--- config.mk ---
export PLATFORM = sky130hd
export DESIGN_NAME = isa_sqrt
export DESIGN_NICKNAME = d
export VERILOG_FILES = /design/src/hdl/inverse_square_attractor_step_core_assert.svh /design/src/hdl/isa_pkg.sv /design/src/hdl/isa_sqrt.sv
export SDC_FILE = /design/constraint.sdc
export NUM_CORES = 2
export LEC_CHECK = 0
export BUFFER_PORTS_ARGS = -buffer_cell sky130_fd_sc_hd__buf_4
export CORE_ASPECT_RATIO = 0.75
export CORE_UTILIZATION = 25
export DETAILED_ROUTE_END_ITERATION = 6
export HOLD_SLACK_MARGIN = 0.05
export PLACE_DENSITY = 0.36
export SYNTH_ARGS = -nofsm -noshare
export SYNTH_HDL_FRONTEND = slang
export SYNTH_MEMORY_MAX_BITS = 65536
export SYNTH_SLANG_ARGS = --single-unit
--- constraint.sdc ---
create_clock -name clk_i -period 3.56 [get_ports clk_i]
set_clock_uncertainty 0.05 [all_clocks]
set_input_delay 0.178 -clock clk_i [delete_from_list [all_inputs] [get_ports clk_i]]
set_output_delay 0.178 -clock clk_i [all_outputs]
set_load 0.02 [all_outputs]
--- src/hdl/inverse_square_attractor_step_core_assert.svh ---
// Assertion macros for the attractor step core.
// Included by the top level only; no other dependencies.
`ifndef INVERSE_SQUARE_ATTRACTOR_STEP_CORE_ASSERT_SVH
`define INVERSE_SQUARE_ATTRACTOR_STEP_CORE_ASSERT_SVH
`ifndef SYNTHESIS
`define ISA_ASSERT_NOW(lbl, clk, rst_n, ante, cons) \
  lbl: assert property (@(posedge clk) disable iff (!rst_n) (ante) |-> (cons)) \
    else $error("assertion failed");
`define ISA_ASSERT_NEXT(lbl, clk, rst_n, ante, cons) \
  lbl: assert property (@(posedge clk) disable iff (!rst_n) (ante) |=> (cons)) \
    else $error("assertion failed");
`else
`define ISA_ASSERT_NOW(lbl, clk, rst_n, ante, cons)
`define ISA_ASSERT_NEXT(lbl, clk, rst_n, ante, cons)
`endif
`endif

--- src/hdl/isa_pkg.sv ---
// Shared types, constants and saturation and magnitude helpers for the attractor step core.
// No dependencies.
`default_nettype none
package isa_pkg;
  localparam int unsigned FRAC_BITS_DEF = 16;
  localparam int unsigned CFG_IDX_W = 3;
  localparam int unsigned CFG_DATA_W = 32;
  localparam int unsigned ATTR_RST_INT = 300;
  localparam int unsigned STRENGTH_RST_INT = 50;
  localparam int unsigned WIDTH_RST_INT = 800;
  localparam int unsigned HEIGHT_RST_INT = 600;

  typedef enum logic [CFG_IDX_W-1:0] {
    CFG_ATTR_X   = 3'd0,
    CFG_ATTR_Y   = 3'd1,
    CFG_STRENGTH = 3'd2,
    CFG_BOUND_X  = 3'd3,
    CFG_BOUND_Y  = 3'd4
  } cfg_idx_e;

  typedef struct packed {
    logic signed [31:0] pos_x;
    logic signed [31:0] pos_y;
    logic signed [31:0] vel_x;
    logic signed [31:0] vel_y;
  } in_t;

  typedef struct packed {
    logic signed [31:0] new_pos_x;
    logic signed [31:0] new_pos_y;
    logic signed [31:0] new_vel_x;
    logic signed [31:0] new_vel_y;
    logic               remove;
  } out_t;

  typedef struct packed {
    logic valid;
    logic en;
  } pipe_ctl_t;

  function automatic logic signed [31:0] sat32(input logic signed [33:0] v);
    logic signed [31:0] r;
    if (v > 34'sh0_7fff_ffff) begin
      r = 32'sh7fff_ffff;
    end else if (v < -34'sh0_8000_0000) begin
      r = 32'sh8000_0000;
    end else begin
      r = v[31:0];
    end
    return r;
  endfunction

  function automatic logic [31:0] mag32(input logic signed [31:0] v);
    return v[31] ? 32'(-v) : 32'(v);
  endfunction
endpackage
`default_nettype wire

--- src/hdl/isa_sqrt.sv ---
// Pipelined integer square root, one result bit per stage, with side band.
// Uses isa_pkg for the pipeline control struct.
`default_nettype none
module isa_sqrt #(
  parameter int unsigned SIDE_W = 1
) (
  input  wire logic                  clk_i,
  input  wire logic                  rst_ni,
  input  wire isa_pkg::pipe_ctl_t    ctl_i,
  input  wire logic [63:0]           rad_i,
  input  wire logic [SIDE_W-1:0]     side_i,
  output logic                       valid_o,
  output logic [31:0]                root_o,
  output logic [SIDE_W-1:0]          side_o
);
  logic [35:0]       rem_q  [32];
  logic [31:0]       root_q [32];
  logic [63:0]       rad_q  [32];
  logic [SIDE_W-1:0] side_q [32];
  logic              vld_q  [32];

  for (genvar k = 0; k < 32; k++) begin : g_st
    logic [35:0]       rem_c;
    logic [31:0]       root_c;
    logic [63:0]       rad_c;
    logic [SIDE_W-1:0] side_c;
    logic              vld_c;
    logic [35:0]       rem_sh;
    logic [35:0]       trial;
    logic              ge;

    if (k == 0) begin : g_in
      assign rem_c  = '0;
      assign root_c = '0;
      assign rad_c  = rad_i;
      assign side_c = side_i;
      assign vld_c  = ctl_i.valid;
    end else begin : g_prev
      assign rem_c  = rem_q[k-1];
      assign root_c = root_q[k-1];
      assign rad_c  = rad_q[k-1];
      assign side_c = side_q[k-1];
      assign vld_c  = vld_q[k-1];
    end

    assign rem_sh = {rem_c[33:0], rad_c[63:62]};
    assign trial  = {2'b00, root_c, 2'b01};
    assign ge     = (rem_sh >= trial);

    always_ff @(posedge clk_i or negedge rst_ni) begin
      if (!rst_ni) begin
        vld_q[k] <= 1'b0;
      end else if (ctl_i.en) begin
        vld_q[k] <= vld_c;
      end
    end

    always_ff @(posedge clk_i) begin
      if (ctl_i.en) begin
        rem_q[k]  <= ge ? (rem_sh - trial) : rem_sh;
        root_q[k] <= {root_c[30:0], ge};
        rad_q[k]  <= {rad_c[61:0], 2'b00};
        side_q[k] <= side_c;
      end
    end
  end

  assign valid_o = vld_q[31];
  assign root_o  = root_q[31];
  assign side_o  = side_q[31];
endmodule
`default_nettype wire

# == After elaboration in Yosys (flattened, before gate mapping) ==
# Memories as Yosys holds them, arrays and structs flattened.
# Cells that the tools add are included.
# classes
n_addsub,32
order_cmp,32
n_mux,34
# op_table
op,n
$mux W36,32
$ge A36 B34 Y1,31
$sub A36 B34 Y36,31
$sub A2 B1 Y3 const B,1
$ge A2 B1 Y1 const B,1
$mux W1,2
# word_totals
ff_bits,32
mem_bits_rw,4192
inputBits,69
out_inout_bits,34
memories,4
# memory_table
memory,words,width,read_ports,rd_ports_with_merged_regs,write_ports,line,source
rad_q,32,62,31,0,32,isa_sqrt.sv:18,logic [63:0] rad_q [32];
rem_q,32,36,31,0,32,isa_sqrt.sv:16,logic [35:0] rem_q [32];
root_q,32,32,32,0,32,isa_sqrt.sv:17,logic [31:0] root_q [32];
side_q,32,1,32,0,32,isa_sqrt.sv:19,logic [SIDE_W-1:0] side_q [32];

# == Logic depth before layout (Yosys ltp) ==
# An unclocked memory read counts as a cell.
# logic_depth
depth_word,3
mapped_depth,15
ltp_nobuf,12

# == Least setup slack after synthesis ==
# No wires, ideal clock.
# synth_timing
path_type,register -> register
from,memory rem_q[9][13] (netlist: rem_q[0][337])
to,memory rem_q[10][31] (netlist: rem_q[0][391]) (data pin)
setup_time_ps,271
arrival_ps,3489
t_required_ps,3239
slack_ps,-251
stages_incl_launch_ff,11
n_path_buf,1
path_cell_list,edfxtp_1 -> or4_1 -> or3_1 -> or3_4 -> or4_1 -> or2_1 -> buf_2 -> or4_4 -> o211ai_4 -> nor4_1 -> xor2_1
# synth_lines
item,line
"start, declared",isa_sqrt.sv:16

==> impl_metrics.ini <==
[setup_path]
critPathCapture = rem_q[0][391]
worstPathArrival_ns = 4.27
reg2reg_slack_ns = -0.11
cp-end-kind = flip-flop
timing.critical_path.fanout_max = 10
setup.worst_path.start_class = flip-flop
rr_startpoint = rem_q[0][340]
path_class = flip-flop to flip-flop
reg2reg_to = rem_q[0][391]
setup.worst_path.start = rem_q[0][340]
critPathRequiredTime_ns = 4.16
reg2regPathDepth = 10

[logic_synthesis]
syn_area_mm2 = 0.120
postSynth.topFlopCell = edfxtp_1
synth_seq_cells = 2587
netlist.top_cell.by_area = edfxtp_1
postSynth.asyncResetShare_pct = 1.24
synth-seq-area-share_pct = 64.5
post_synth_num_cell_types = 85
number_of_enable_flip_flop_cells_after_synthesis = 2555
post_synth.cell_area_avg_um2 = 12.9
synth.top_cell.area_share_pct = 63.8
post_syn_nets = 9957
number_of_cells_produced_by_synthesis = 9326
yosys-top-cells-area = edfxtp_1 (64%), ha_1 (5.8%), xnor2_1 (3.1%)
yosysWarnings = 0

[clocking]
cts.sinks = 2587
number_of_buffers_created_by_cts = 303
ctsRootBufferMaster = clkbuf_16
cts_tree = yes
clk_pin_slew_worst_paths_ns = 0.05
cts.path.max_buffers = 4
clock_tree.htree_level_count = 5
insertion_delay_ns = 0.93

[final_layout]
syn_to_final_growth_pct = 20.8
final_cells = 16800
postLayoutCoreUtil_pct = 30.3
fillers = 48300
final_nets = 10900
layout-drive-gt1-share_pct = 13.3

[detailed_routing]
initialDrtViolationCount = 5278
router_iterations_before_antenna_repair = 7
final_wirelength_um = 293000
wire_per_inst_um = 17.4
postRouteAntennaNets = 0
route.vias.total = 74300
drc_errors = 0
routed_via_density = 4.42

[global_route]
grt_pass1_vias = 74300
grt_pass1_wl_um = 452000
global_route_usage_over_all_layers_pct = 11.8
overflow_left_after_global_routing = 0
grt_antenna_before_repair = 17
grt_max_degree = 134

[sta]
timing.final.crit_period_ns = 3.67
clock.fmax_mhz = 272
post-route-worst-setup-slack_ns = -0.110
rsz0062_at_grt = true
layout_worst_path_cycle_share_pct = 103
timing.final.setup_violations = 17
max-slew-margin-rel_pct = 38.0
timing_max_transition_violations_final = 0
worst_slew_pin_slew_ns = 0.921
fin_hold_ws_ns = 0.211
fin_setup_tns_ns = -1.43
finalHoldViolCount = 0

[placement]
numPortBuffers = 102
post-dp-hpwl_um = 212000
place_congestion = 0.813
place.detailed.instances = 16100

[pwr]
cellPowerDensity_mw_per_mm2 = 639
p_leak_uw = 0.0549
max-vdd-ir-drop_mv = 0.355
p_total_uw = 92800

[die]
floorplan.die.height_um = 603
floorplan.die.width_um = 803
die_area_mm2 = 0.484
num_rows = 220
fp.coreArea_mm2 = 0.479
start_util_pct = 25.1
boundaryPins = 103

[outcome]
run_status = finished with violations
failing_checks = negative setup slack

[run]
cap_viol_max_count = 0

[hold_path]
worstHoldPathType = primary input to async pin
==> layer usage <==
| layer | part of all wire (%) | vias to the layer above | global-route usage, % |
|---|---|---|---|
| met5 | 0.012 | - | 0 |
| met4 | 2.4 | 6 | 2.91 |
| met3 | 4.3 | 427 | 1.95 |
| met2 | 43 | 1230 | 17.8 |
| met1 | 50 | 36200 | 17.4 |
| li1 | - | 36500 | - |
==> synthesized netlist by cell type (all sizes together), types with 10 or more instances <==
cell     number
nand2       588
a21boi       27
o41ai        14
nand2b      108
ha          562
and2         28
xor2        421
dfrtp        32
o21bai       43
nor2b        78
o21a         99
a211o        17
nand3       154
and4         17
or2          48
or4          60
nor3b        12
nand3b       35
nor3        232
a21oi       611
nand4        90
nand4b       13
and3         66
nor4b        13
a21o        239
or3         104
buf          18
xnor2       429
inv         719
clkbuf      178
o31ai        57
nor2        618
a211oi       46
a41oi        13
mux2i        10
o211ai       40
o21ai       468
a31oi        54
nor4        136
o2111ai      22
a2111oi      21
o31a         16
mux2        100
edfxtp     2555
==> how the worst min path moves through the flow <==
stage                                end    from
final                     g_st[26].vld_c  rst_ni
after global placement    g_st[29].vld_c  rst_ni
after floorplan           g_st[10].vld_c  rst_ni
after global routing      g_st[26].vld_c  rst_ni
after detailed placement  g_st[28].vld_c  rst_ni
after CTS                 g_st[29].vld_c  rst_ni
==> worst max-delay path, stage by stage, from the launching register on <==
cell,delay (ns)
edfxtp_1,0.38
or4_4,0.55
or3_4,0.34
or3_4,0.34
or4_4,0.43
or2_4,0.26
or4_4,0.49
o211ai_4,0.23
buf_12,0.15
nor4_1,0.06
xor2_1,0.15
==> flip-flops by register name, indices dropped and copies added (netlist names) <==
| register | cells |
|---|---|
| rem_q | 1003 |
| rad_q | 992 |
| root_q | 528 |
| side_q | 32 |
| g_st.vld_c | 31 |
| valid_o | 1 |
==> cells in the final DEF, fill, tap and decap left out, drive strengths merged, types with 54 or more instances in the layout <==
master and n:
nand2b 108, nor4 136, dlygate4sd3 136, xor2 421, clkinv 119, a21oi 611
clkbuf 366, o21a 99, nand3 154, a31oi 54, o21ai 468, a21o 239
inv 737, nor2b 78, nand2 588, nor3 232, and3 66, or4 60
edfxtp 2555, nor2 618, ha 562, buf 672, xnor2 429, mux2 100
nand4 90, or3 104, o31ai 57
==> cell families after synthesis <==
logic type	share of synthesized area, %
flops	64.5
xor+xnor	6.19
mux	1.02
buf+inv	2.87
fa+ha+maj	5.85
other cells	0.00312
compound gates	9.75
simple gates	9.86
==> report_power, final <==
group	total [µW]	internal [µW]	switching, µW
Clock	31800	18800	13000
Combinational	19800	8670	11100
Sequential	41200	38500	2680
==> area by class of cell <==
type                    instances  area (µm²)  share of cell area (%)
flip-flops and latches       2587       77500                    53.4
multi-input cells            5820       40000                    27.5
clock buffers                 366        7970                    5.48
well taps                    6327        7920                    5.45
repair buffers                808        7100                    4.89
inverters                     723        2720                    1.87
clock inverters               180        2020                    1.39
diodes                          5        12.5                 0.00861
==> timing repair <==
action,4_1_cts,5_1_grt
setup buffers,5,5
hold buffers,137,0
endpoints found under the setup margin,90,435
hold endpoints to repair,610,0
gates resized for setup,23,127
gates cloned,0,0
pin swaps,5,13
==> stage by stage <==
| step | cell area, µm² | worst slack [ns] |
|---|---|---|
| after floorplan | 120000 | -0.137 |
| after global placement | 133000 | -0.386 |
| after detailed placement | 133000 | -0.314 |
| after CTS | 145000 | -0.0816 |
| after global routing | 145000 | -0.191 |
| final | 145000 | -0.110 |
No activity file was read; power rests on OpenSTA's default activity.
